### config.mk
export PLATFORM = sky130hd
export DESIGN_NAME = variable_partition_allocator
export DESIGN_NICKNAME = d
export VERILOG_FILES = /design/src/design/vpa_pkg.sv /design/src/design/vpa_table.sv /design/src/design/variable_partition_allocator.sv
export SDC_FILE = /design/constraint.sdc
export NUM_CORES = 2
export LEC_CHECK = 0
export BUFFER_PORTS_ARGS = -buffer_cell sky130_fd_sc_hd__buf_4
export CELL_PAD_IN_SITES_DETAIL_PLACEMENT = 0
export CELL_PAD_IN_SITES_GLOBAL_PLACEMENT = 2
export CORE_MARGIN = 3
export CORE_UTILIZATION = 45
export CTS_CLUSTER_SIZE = 16
export DETAILED_ROUTE_END_ITERATION = 10
export PLACE_DENSITY_LB_ADDON = 0.12
export SKIP_CTS_REPAIR_TIMING = 1
export SKIP_LAST_GASP = 1
export SYNTH_ARGS = -nofsm -noshare
export SYNTH_HDL_FRONTEND = slang
export SYNTH_SLANG_ARGS = --single-unit
### constraint.sdc
create_clock -name i_clk -period 15.03 [get_ports i_clk]
set_clock_uncertainty 0.2 [all_clocks]
set_input_delay 3.006 -clock i_clk [delete_from_list [all_inputs] [get_ports i_clk]]
set_output_delay 3.006 -clock i_clk [all_outputs]
set_load 0.01 [all_outputs]
### src/design/vpa_pkg.sv
// Shared types and codes of the variable partition allocator.
package vpa_pkg;

    localparam int unsigned BLK_IDX_W   = 6;
    localparam int unsigned OWNER_W     = 16;
    localparam int unsigned REQ_SIZE_W  = 16;
    localparam logic [31:0] RESET_TOTAL = 32'd1000;
    localparam logic [OWNER_W-1:0] ID_MAX = 16'hFFFF;
    localparam logic [OWNER_W-1:0] ID_FIRST = 16'd1;

    localparam logic [2:0] FN_FIRST = 3'd0;
    localparam logic [2:0] FN_BEST  = 3'd1;
    localparam logic [2:0] FN_WORST = 3'd2;
    localparam logic [2:0] FN_NEXT  = 3'd3;
    localparam logic [2:0] FN_FREE  = 3'd4;

    localparam logic [1:0] ST_OK      = 2'd0;
    localparam logic [1:0] ST_NOFIT   = 2'd1;
    localparam logic [1:0] ST_NOOWNER = 2'd2;
    localparam logic [1:0] ST_FULL    = 2'd3;

    typedef struct packed {
        logic [2:0]            func;
        logic [REQ_SIZE_W-1:0] req_size;
        logic [OWNER_W-1:0]    owner_to_free;
    } t_req;

    typedef struct packed {
        logic [1:0]           status;
        logic [OWNER_W-1:0]   granted_owner;
        logic [BLK_IDX_W-1:0] block_index;
    } t_res;

endpackage

### src/design/vpa_table.sv
// Partition table storage: one write port, one registered read port.
module vpa_table #(
    parameter int DEPTH = 64,
    parameter int WIDTH = 33,
    parameter int AW    = $clog2(DEPTH)
) (
    input  logic             i_clk,
    input  logic             i_we,
    input  logic [AW-1:0]    i_waddr,
    input  logic [WIDTH-1:0] i_wdata,
    input  logic [AW-1:0]    i_raddr,
    output logic [WIDTH-1:0] o_rdata
);

    logic [WIDTH-1:0] r_mem [DEPTH];
    logic [WIDTH-1:0] r_rdata;

    always_ff @(posedge i_clk) begin
        if (i_we) begin
            r_mem[i_waddr] <= i_wdata;
        end
    end

    always_ff @(posedge i_clk) begin
        r_rdata <= r_mem[i_raddr];
    end

    assign o_rdata = r_rdata;

endmodule

### src/design/variable_partition_allocator.sv
// Top level of the variable partition allocator: sequencer over the partition table.
//
// One request is taken while busy is low; its result appears on o_res with o_done high for
// exactly one cycle and cannot be held off. Every step goes through the partition
// table, which has one write port and one registered read port. An allocation scans the
// entries for a fit, then shifts every entry above the split point up by one, then closes
// the split and writes the grant (only the grant when the fit is exact). A free scans the
// entries to find the owner, then makes one merge pass over all entries. Unknown
// functions and a zero-size allocation are answered straight from idle. A new request
// can be taken during the strobe cycle. Writing the region size rebuilds the table in the
// same cycle.
module variable_partition_allocator
    import vpa_pkg::*;
#(
    parameter int MAX_PARTS = 64,
    parameter int SIZE_BITS = 16
) (
    input  logic                 i_clk,
    input  logic                 i_rst_n,
    input  logic                 start,
    output logic                 busy,
    input  t_req                 i_req,
    input  logic                 i_cfg_we,
    input  logic [SIZE_BITS-1:0] i_cfg_wdata,
    output logic                 o_done,
    output t_res                 o_res
);

    localparam int IDX_W = (MAX_PARTS > 1) ? $clog2(MAX_PARTS) : 1;
    localparam int CNT_W = $clog2(MAX_PARTS + 1);
    localparam int ENT_W = SIZE_BITS + 1 + OWNER_W;

    typedef struct packed {
        logic [SIZE_BITS-1:0] size;
        logic                 free;
        logic [OWNER_W-1:0]   owner;
    } t_entry;

    typedef enum logic [11:0] {
        S_IDLE  = 12'b0000_0000_0001,
        S_SRD   = 12'b0000_0000_0010,
        S_SEV   = 12'b0000_0000_0100,
        S_MRD   = 12'b0000_0000_1000,
        S_MWR   = 12'b0000_0001_0000,
        S_SPLIT = 12'b0000_0010_0000,
        S_TAKE  = 12'b0000_0100_0000,
        S_FRD   = 12'b0000_1000_0000,
        S_FEV   = 12'b0001_0000_0000,
        S_GRD   = 12'b0010_0000_0000,
        S_GEV   = 12'b0100_0000_0000,
        S_GEND  = 12'b1000_0000_0000
    } t_state;

    t_state               r_state, n_state;
    logic [2:0]           r_func, n_func;
    logic [SIZE_BITS-1:0] r_need, n_need;
    logic [OWNER_W-1:0]   r_pid, n_pid;
    logic [IDX_W-1:0]     r_i, n_i;
    logic [CNT_W-1:0]     r_k, n_k;
    logic                 r_found, n_found;
    logic [IDX_W-1:0]     r_pick, n_pick;
    logic [SIZE_BITS-1:0] r_psize, n_psize;
    logic [CNT_W-1:0]     r_j, n_j;
    logic [IDX_W-1:0]     r_w, n_w;
    t_entry               r_acc, n_acc;
    logic [CNT_W-1:0]     r_count, n_count;
    logic [IDX_W-1:0]     r_cursor, n_cursor;
    logic [OWNER_W-1:0]   r_id, n_id;
    logic [1:0]           r_status, n_status;
    logic [IDX_W-1:0]     r_index, n_index;
    logic                 r_done, n_done;
    t_res                 r_res, n_res;

    logic             mem_we;
    logic [IDX_W-1:0] mem_waddr;
    t_entry           mem_wdata;
    logic [IDX_W-1:0] mem_raddr;
    logic [ENT_W-1:0] mem_rdata;
    t_entry           rd;

    logic             seq_we;
    logic [IDX_W-1:0] seq_waddr;
    t_entry           seq_wdata;

    logic [SIZE_BITS-1:0] req_need;
    logic [CNT_W-1:0]     i_next;
    logic                 fit;
    logic                 better;
    logic                 last;

    vpa_table #(
        .DEPTH (MAX_PARTS),
        .WIDTH (ENT_W),
        .AW    (IDX_W)
    ) u_table (
        .i_clk   (i_clk),
        .i_we    (mem_we),
        .i_waddr (mem_waddr),
        .i_wdata (mem_wdata),
        .i_raddr (mem_raddr),
        .o_rdata (mem_rdata)
    );

    assign rd       = t_entry'(mem_rdata);
    assign req_need = SIZE_BITS'(i_req.req_size);
    assign busy     = (r_state != S_IDLE) || !i_rst_n;
    assign o_done   = r_done;
    assign o_res    = r_res;

    // Reset and region size writes rebuild entry 0; everything else comes from the sequencer.
    always_comb begin
        if (!i_rst_n) begin
            mem_we    = 1'b1;
            mem_waddr = '0;
            mem_wdata = '{size: SIZE_BITS'(RESET_TOTAL), free: 1'b1, owner: '0};
        end else if (i_cfg_we) begin
            mem_we    = 1'b1;
            mem_waddr = '0;
            mem_wdata = '{size: i_cfg_wdata, free: 1'b1, owner: '0};
        end else begin
            mem_we    = seq_we;
            mem_waddr = seq_waddr;
            mem_wdata = seq_wdata;
        end
    end

    always_comb begin
        n_state   = r_state;
        n_func    = r_func;
        n_need    = r_need;
        n_pid     = r_pid;
        n_i       = r_i;
        n_k       = r_k;
        n_found   = r_found;
        n_pick    = r_pick;
        n_psize   = r_psize;
        n_j       = r_j;
        n_w       = r_w;
        n_acc     = r_acc;
        n_count   = r_count;
        n_cursor  = r_cursor;
        n_id      = r_id;
        n_status  = r_status;
        n_index   = r_index;
        n_done    = 1'b0;
        n_res     = r_res;
        seq_we    = 1'b0;
        seq_waddr = '0;
        seq_wdata = '0;
        mem_raddr = r_i;

        fit    = rd.free && (rd.size >= r_need);
        better = !r_found || ((r_func == FN_BEST) && (rd.size < r_psize))
                 || ((r_func == FN_WORST) && (rd.size > r_psize));
        last   = (CNT_W'(r_i) + CNT_W'(1)) == r_count;
        i_next = CNT_W'(r_i) + CNT_W'(1);

        case (r_state)
            S_IDLE: begin
                if (start) begin
                    n_func = i_req.func;
                    n_need = req_need;
                    n_pid  = i_req.owner_to_free;
                    if ((i_req.func <= FN_NEXT) && (req_need != '0)) begin
                        n_i     = ((i_req.func == FN_NEXT) && (CNT_W'(r_cursor) < r_count))
                                  ? r_cursor : '0;
                        n_k     = '0;
                        n_found = 1'b0;
                        n_state = S_SRD;
                    end else if (i_req.func == FN_FREE) begin
                        n_i      = '0;
                        n_status = ST_NOOWNER;
                        n_index  = '0;
                        n_state  = S_FRD;
                    end else begin
                        n_done = 1'b1;
                        n_res  = '{status: ST_NOFIT, granted_owner: '0, block_index: '0};
                    end
                end
            end
            S_SRD: begin
                n_state = S_SEV;
            end
            S_SEV: begin
                if (fit && better) begin
                    n_pick  = r_i;
                    n_psize = rd.size;
                    n_found = 1'b1;
                end
                if ((fit && ((r_func == FN_FIRST) || (r_func == FN_NEXT)))
                    || ((r_k + CNT_W'(1) == r_count) && (r_found || (fit && better)))) begin
                    // Take the pick: split if larger than the request; full table: ST_FULL.
                    if (n_psize > r_need) begin
                        if (r_count >= CNT_W'(MAX_PARTS)) begin
                            n_done  = 1'b1;
                            n_res   = '{status: ST_FULL, granted_owner: '0, block_index: '0};
                            n_state = S_IDLE;
                        end else begin
                            n_j     = r_count;
                            n_state = S_MRD;
                        end
                    end else begin
                        n_state = S_TAKE;
                    end
                end else if (r_k + CNT_W'(1) == r_count) begin
                    n_done  = 1'b1;
                    n_res   = '{status: ST_NOFIT, granted_owner: '0, block_index: '0};
                    n_state = S_IDLE;
                end else begin
                    n_k = r_k + CNT_W'(1);
                    if ((r_func == FN_NEXT) && (i_next >= r_count)) begin
                        n_i = '0;
                    end else begin
                        n_i = IDX_W'(i_next);
                    end
                    n_state = S_SRD;
                end
            end
            S_MRD: begin
                // Shift entries above the pick up by one, top first.
                mem_raddr = IDX_W'(r_j - CNT_W'(1));
                if (r_j > CNT_W'(r_pick) + CNT_W'(1)) begin
                    n_state = S_MWR;
                end else begin
                    n_state = S_SPLIT;
                end
            end
            S_MWR: begin
                seq_we    = 1'b1;
                seq_waddr = IDX_W'(r_j);
                seq_wdata = rd;
                n_j       = r_j - CNT_W'(1);
                n_state   = S_MRD;
            end
            S_SPLIT: begin
                seq_we    = 1'b1;
                seq_waddr = IDX_W'(CNT_W'(r_pick) + CNT_W'(1));
                seq_wdata = '{size: r_psize - r_need, free: 1'b1, owner: '0};
                n_count   = r_count + CNT_W'(1);
                n_state   = S_TAKE;
            end
            S_TAKE: begin
                seq_we    = 1'b1;
                seq_waddr = r_pick;
                seq_wdata = '{size: r_need, free: 1'b0, owner: r_id};
                n_done    = 1'b1;
                n_res     = '{status: ST_OK, granted_owner: r_id,
                              block_index: BLK_IDX_W'(r_pick)};
                n_id      = (r_id == ID_MAX) ? ID_FIRST : r_id + OWNER_W'(1);
                if (r_func == FN_NEXT) begin
                    n_cursor = r_pick;
                end
                n_state   = S_IDLE;
            end
            S_FRD: begin
                n_state = S_FEV;
            end
            S_FEV: begin
                if (!rd.free && (rd.owner == r_pid)) begin
                    seq_we    = 1'b1;
                    seq_waddr = r_i;
                    seq_wdata = '{size: rd.size, free: 1'b1, owner: '0};
                    n_status  = ST_OK;
                    n_index   = r_i;
                    n_i       = '0;
                    n_w       = '0;
                    n_state   = S_GRD;
                end else if (last) begin
                    n_i     = '0;
                    n_w     = '0;
                    n_state = S_GRD;
                end else begin
                    n_i     = IDX_W'(i_next);
                    n_state = S_FRD;
                end
            end
            S_GRD: begin
                n_state = S_GEV;
            end
            S_GEV: begin
                // Compact in place: fold runs of free entries into one.
                if (r_i == '0) begin
                    n_acc = rd;
                end else if (r_acc.free && rd.free) begin
                    n_acc.size = r_acc.size + rd.size;
                end else begin
                    seq_we    = 1'b1;
                    seq_waddr = r_w;
                    seq_wdata = r_acc;
                    n_w       = r_w + IDX_W'(1);
                    n_acc     = rd;
                end
                if (last) begin
                    n_state = S_GEND;
                end else begin
                    n_i     = IDX_W'(i_next);
                    n_state = S_GRD;
                end
            end
            S_GEND: begin
                seq_we    = 1'b1;
                seq_waddr = r_w;
                seq_wdata = r_acc;
                n_count   = CNT_W'(r_w) + CNT_W'(1);
                n_done    = 1'b1;
                n_res     = '{status: r_status, granted_owner: '0,
                              block_index: BLK_IDX_W'(r_index)};
                n_state   = S_IDLE;
            end
            default: begin
                n_state = S_IDLE;
            end
        endcase
    end

    always_ff @(posedge i_clk) begin
        if (!i_rst_n) begin
            r_state  <= S_IDLE;
            r_count  <= CNT_W'(1);
            r_cursor <= '0;
            r_id     <= ID_FIRST;
            r_done   <= 1'b0;
        end else begin
            r_state  <= n_state;
            r_cursor <= n_cursor;
            r_id     <= n_id;
            r_done   <= n_done;
            if (i_cfg_we) begin
                r_count <= CNT_W'(1);
            end else begin
                r_count <= n_count;
            end
        end
    end

    always_ff @(posedge i_clk) begin
        r_func   <= n_func;
        r_need   <= n_need;
        r_pid    <= n_pid;
        r_i      <= n_i;
        r_k      <= n_k;
        r_found  <= n_found;
        r_pick   <= n_pick;
        r_psize  <= n_psize;
        r_j      <= n_j;
        r_w      <= n_w;
        r_acc    <= n_acc;
        r_status <= n_status;
        r_index  <= n_index;
        r_res    <= n_res;
    end

    a_count_range: assert property (@(posedge i_clk) disable iff (!i_rst_n)
        (r_count != '0) && (r_count <= CNT_W'(MAX_PARTS)))
        else $error("partition count out of range");

    a_done_idle: assert property (@(posedge i_clk) disable iff (!i_rst_n)
        o_done |-> (r_state == S_IDLE))
        else $error("result strobe while a request is in flight");

    a_scan_index: assert property (@(posedge i_clk) disable iff (!i_rst_n)
        ((r_state == S_SEV) || (r_state == S_FEV) || (r_state == S_GEV))
        |-> (CNT_W'(r_i) < r_count))
        else $error("table read beyond the last partition");

    a_id_nonzero: assert property (@(posedge i_clk) disable iff (!i_rst_n)
        r_id != '0)
        else $error("owner id counter reached zero");

endmodule

# == After elaboration in Yosys (flattened, before gate mapping) ==
# Memory sizes are Yosys's and may differ from the RTL's. A register that Yosys moved wholly into a read port is not among the register bits.
# Index checks and enable logic that the tools add are counted.
# word_totals
ff_bits,191
latch_bits,0
ram_bits,2112
romBits,0
inputBits,55
out_inout_bits,26
elab_cells,226
n_memories,1
# memory_table
name,words,word_bits,rd,rd_ports_with_merged_regs,write_ports,line_no,source
u_table.r_mem,64,33,1,1,1,vpa_table.sv:15,logic [WIDTH-1:0] r_mem [DEPTH];
# op_classes
addsub,10
multipliers,0
div_mod_pow,0
order_cmp,9
n_eq_ne,43
shift,0
n_mux,94
bitwise_logic,1
n_reduce_logical,45
# op_table
operator,count
33-bit two-way mux,6
33-bit one-hot mux with 6 select lines,1
24-bit two-way mux,7
6-bit two-way mux,24
12-bit one-hot mux with 10 select lines,1
24-bit one-hot mux with 4 select lines,1
12-bit two-way mux,6
16-bit two-way mux,4
7-bit two-way mux,7
7-bit one-hot mux with 2 select lines,3
6-bit one-hot mux with 6 select lines,1
16-bit > comparator,2
2-bit != test (second input constant),16
6-bit one-hot mux with 2 select lines,2
6-bit one-hot mux with 4 select lines,1
6-bit by 1-bit adder with 7-bit output (second input constant),3
10-bit two-way mux,2
1-bit two-way mux,17
17-bit two-way mux,1
16-bit by 1-bit adder with 16-bit output (second input constant),1
16-bit adder,1
16-bit == test,1
16-bit == test (second input constant),1
16-bit >= comparator,1
49 further kinds,92

# == Depth between registers and ports, before layout ==
# depth
word_depth,11
mapped_depth,22
depth_no_buf,21

# == By module ==
# Synthesis repeated with hierarchy kept, for this count alone.
# hier_totals
hier_cells,4829
hier_area_um2,93272.0
# modules_own_cells
module,instances,cells_each,area_each_um2,seq_area_each_um2
vpa_table,1,3610,81094.0,64081.5
variable_partition_allocator,1,1219,12177.9,5285.1

# == Least setup slack after synthesis ==
# OpenSTA, ideal clock, no wires.
# synth_timing
path_type,input port to flip-flop
from,input port i_cfg_we
to,"memory u_table.r_mem[0][29], data pin"
setup_time_ns,0.702
arrival_time_ns,6.512
required_time_ns,14.128
setup_slack_ns,7.616
cell_stages,6
path_buffers,3
cell_sequence,clkbuf_1 nor2b_1 o21ai_0 clkbuf_1 clkbuf_1 o21ai_0
# synth_rtl
item,line_no,source
from (decl),variable_partition_allocator.sv:23,"input logic i_cfg_we,"
to (decl),vpa_table.sv:15,

# == Worst setup path after layout ==
# layout_timing
from,input port i_rst_n
to,output port busy
# layout_between
elab_chain_cells,2
# layout_rtl
item,line_no,source
from (decl),variable_partition_allocator.sv:19,"input logic i_rst_n,"
1-bit logical NOT,n/a,
1-bit logical OR,variable_partition_allocator.sv:106,assign busy = (r_state != S_IDLE) || !i_rst_n;
to (decl),variable_partition_allocator.sv:21,"output logic busy,"
# No other way between the ends.

==> impl_metrics.ini <==
[final_layout]
seqCellArea_um2 = 69400
multi_input_comb_area_um2 = 25600
layout-drive-gt1-share_pct = 14.1
fin_nets = 6798
syn_to_final_growth_pct = 13.3
final_cells = 9665
n_fill_cell = 17710
fin_area_um2 = 109000

[logic_synthesis]
synth_ff_type = edfxtp_1
synth_area_leader_cell = edfxtp_1
synthTopCellsByArea = edfxtp_1 (71%), mux2i_1 (3.1%), a21oi_1 (2.8%)
netlist_area_um2 = 95900
ys_seq_elements = 2335
synth.net_count = 6660
avgSynthCellArea_um2 = 14.8
postSynth.asyncResetShare_pct = 0
synth_top_area_share_pct = 70.7
syn-instance-count = 6498
yosysSeqAreaShare_pct = 72.3
synth_edf_count = 2260
yosys_warnings = 0
synthTopCellsByCount = edfxtp_1 (2260), nand2_1 (634), a21oi_1 (544), mux2i_1 (299), o21ai_0 (243)
yosysUniqueCellTypes = 89
synth.most_common_cell = edfxtp_1

[global_routing]
grt_max_degree = 117
grt-ovfl-total = 0
grt_first_pass_wirelength_um = 472000
grtUsageTotal_pct = 31.0
grt_pass1_vias = 58051
antenna_found_initial = 26

[place]
dp_cells = 9200
numPortBuffers = 80
placed_cell_area_um2 = 101000
dp_slack_ns = 7.98
gp_congestion = 0.894
hpwlAfterDp_um = 204000

[power_and_ir_drop]
ir_worst_vdd_mv = 0.120
power_switching_mw = 4.84
combPwrFrac_pct = 17.9
internal-power_mw = 11.3
power.density_nw_per_um2 = 148
seq_power_share_pct = 46.1
p_leak_nw = 37.0
swShare_pct = 30.0
clock_power_share_pct = 36.1

[sta]
rsz0062_at_grt = no
fin_crit_sh_pct = 46.1
slew_headroom_pct = -5.01
finalHoldViolations = 0
fmaxAchievable_mhz = 144
finalSetupTns_ns = 0
final_max_slew_viol_count = 2
setup_ws_ns = 8.10
setup_viol = 0
worst_slew_pin_slew_ns = 1.56
fin_crit_ns = 6.93

[worst_setup_path]
crit_arrival_ns = 3.72
path_max_fanout = 34
path_buf_inv = 2
crit_path_frequent_cell = buf_4
rr_worst_depth = 11
critPathMaxStageDelay_ns = 0.40
crit_required_ns = 11.82
crit_cells = 3
startpoint = i_rst_n
start_kind = primary input
cp_top_family = buffers and inverters
criticalPathCategory = in2out
cp_cell_sequence = buf_4, nand2_1, buf_4
crit_slowest_cell = buf_4
timing.rr.start = r_state[8]$_SDFFE_PN0P_
end_kind = primary output

[routing]
drc = 0
drt_iter0_markers = 7750
routed-via-count = 61310
drtPass1Iterations = 6
detail-route-antenna-nets = 0
via_per_inst = 6.34
wl_per_cell_um = 35.5
wl_um = 343000

[hold_path]
hp-class = reg2reg
hp-start = r_id[1]$_SDFFE_PN0N_
hold_depth = 2

[die]
start_util_pct = 45.5
core-area_um2 = 211000
rows = 168
io-pin-count = 81
dieArea_um2 = 219000
die_x_um = 468
dieHeight_um = 468

[clock_network]
htreeDepth = 4
clk_latency_ns = 0.89
clk_pin_slew_ns = 0.06
cts_tree = done
clock-root-buffer = clkbuf_16
numCtsBuffers = 239
ctsLongestPathBuffers = 3
clock-sinks = 2335

[outcome]
violations = capacitance limit, slew limit
status = finished, violations left

[flow_run]
cap_violations = 1
-- final timing paths --
kind | slack [ns] | endpoint
setup / recovery | 8.10 | busy
hold / removal | 0.32 | r_id[1]$_SDFFE_PN0N_
setup reg to reg | 8.36 | u_table.o_rdata[22]$_DFF_P_
hold reg to reg | 0.32 | r_id[1]$_SDFFE_PN0N_
-- worst register-to-register path: stages (launching register included) --
cell,delay [ns]
dfxtp_1,0.40
or4_1,0.77
or4_4,0.63
o21ai_2,0.29
nand2_8,0.41
nor2_4,0.74
buf_4,0.53
buf_4,0.70
a211o_1,0.33
o22ai_1,0.09
o21ai_0,1.19
o211a_1,0.30
-- cell families after synthesis --
family,Yosys count,synth area share [%]
xor gates and xnor gates,98,0.923
DFF,2335,72.3
adders and majority gates,107,1.41
muxes,467,5.09
AOI/OAI and AO/OA,1681,11.5
buffers and inverters,469,2.24
and+or+nand+nor,1341,6.48
-- layer usage --
layer | routed length (µm) | vias up | GRT usage (%)
li1 | - | 25845 | -
met1 | 141000 | 31955 | 43.3
met2 | 156000 | 2985 | 48.0
met3 | 31300 | 521 | 6.13
met4 | 14500 | 4 | 11.5
met5 | 24 | - | 0
-- area by class of cell --
| class | count | area share [%] |
|---|---|---|
| antenna | 17 | 0.0391 |
| sequential | 2335 | 63.8 |
| tap | 2805 | 3.23 |
| clock inverter | 148 | 1.17 |
| inverter | 61 | 0.211 |
| multi-input combinational | 3694 | 23.5 |
| clock buffer | 300 | 5.80 |
| timing repair buffer | 305 | 2.20 |
-- per-stage QoR --
step	hold slack, ns	total power, mW	util (%)
2_1_floorplan	0.224	8.98	-
3_3_place_gp	0.310	10.4	47.9
3_5_place_dp	0.315	10.4	47.9
4_1_cts	0.323	16.1	51.5
5_1_grt	0.339	16.6	51.5
6_report	0.320	16.1	51.6
-- power groups by stage --
| stage | sequential [mW] | combinational [mW] | clock [mW] |
|---|---|---|---|
| 3_3_place_gp | 7.55 | 2.81 | 0 |
| 6_report | 7.43 | 2.88 | 5.82 |
| 2_1_floorplan | 7.40 | 1.58 | 0 |
| 3_5_place_dp | 7.55 | 2.84 | 0 |
| 4_1_cts | 7.42 | 2.85 | 5.88 |
| 5_1_grt | 7.43 | 3.01 | 6.15 |
-- sequential cells by signal (all words and copies together), names as in the netlist, 3 cells and up --
name             cells
r_count              7
r_acc               33
r_id                16
r_pid               16
r_cursor             6
r_pick               6
o_res               24
r_j                  7
r_need              16
u_table.o_rdata     33
r_k                  7
r_state             12
r_index              6
r_psize             16
r_i                  6
r_w                  6
r_func               3
u_table.r_mem     2112
-- cell usage in the layout, fill, tap and decap left out, drive strengths merged, types with 168 or more instances in the layout --
cell type / Yosys / final
a211oi: 202 / 202
a21oi: 544 / 544
buf: 194 / 305
clkbuf: 214 / 300
edfxtp: 2260 / 2260
mux2: 168 / 168
mux2i: 299 / 299
nand2: 637 / 637
nand3: 193 / 193
nor2: 186 / 186
o21ai: 267 / 267
No activity file was read; power rests on OpenSTA's default activity.
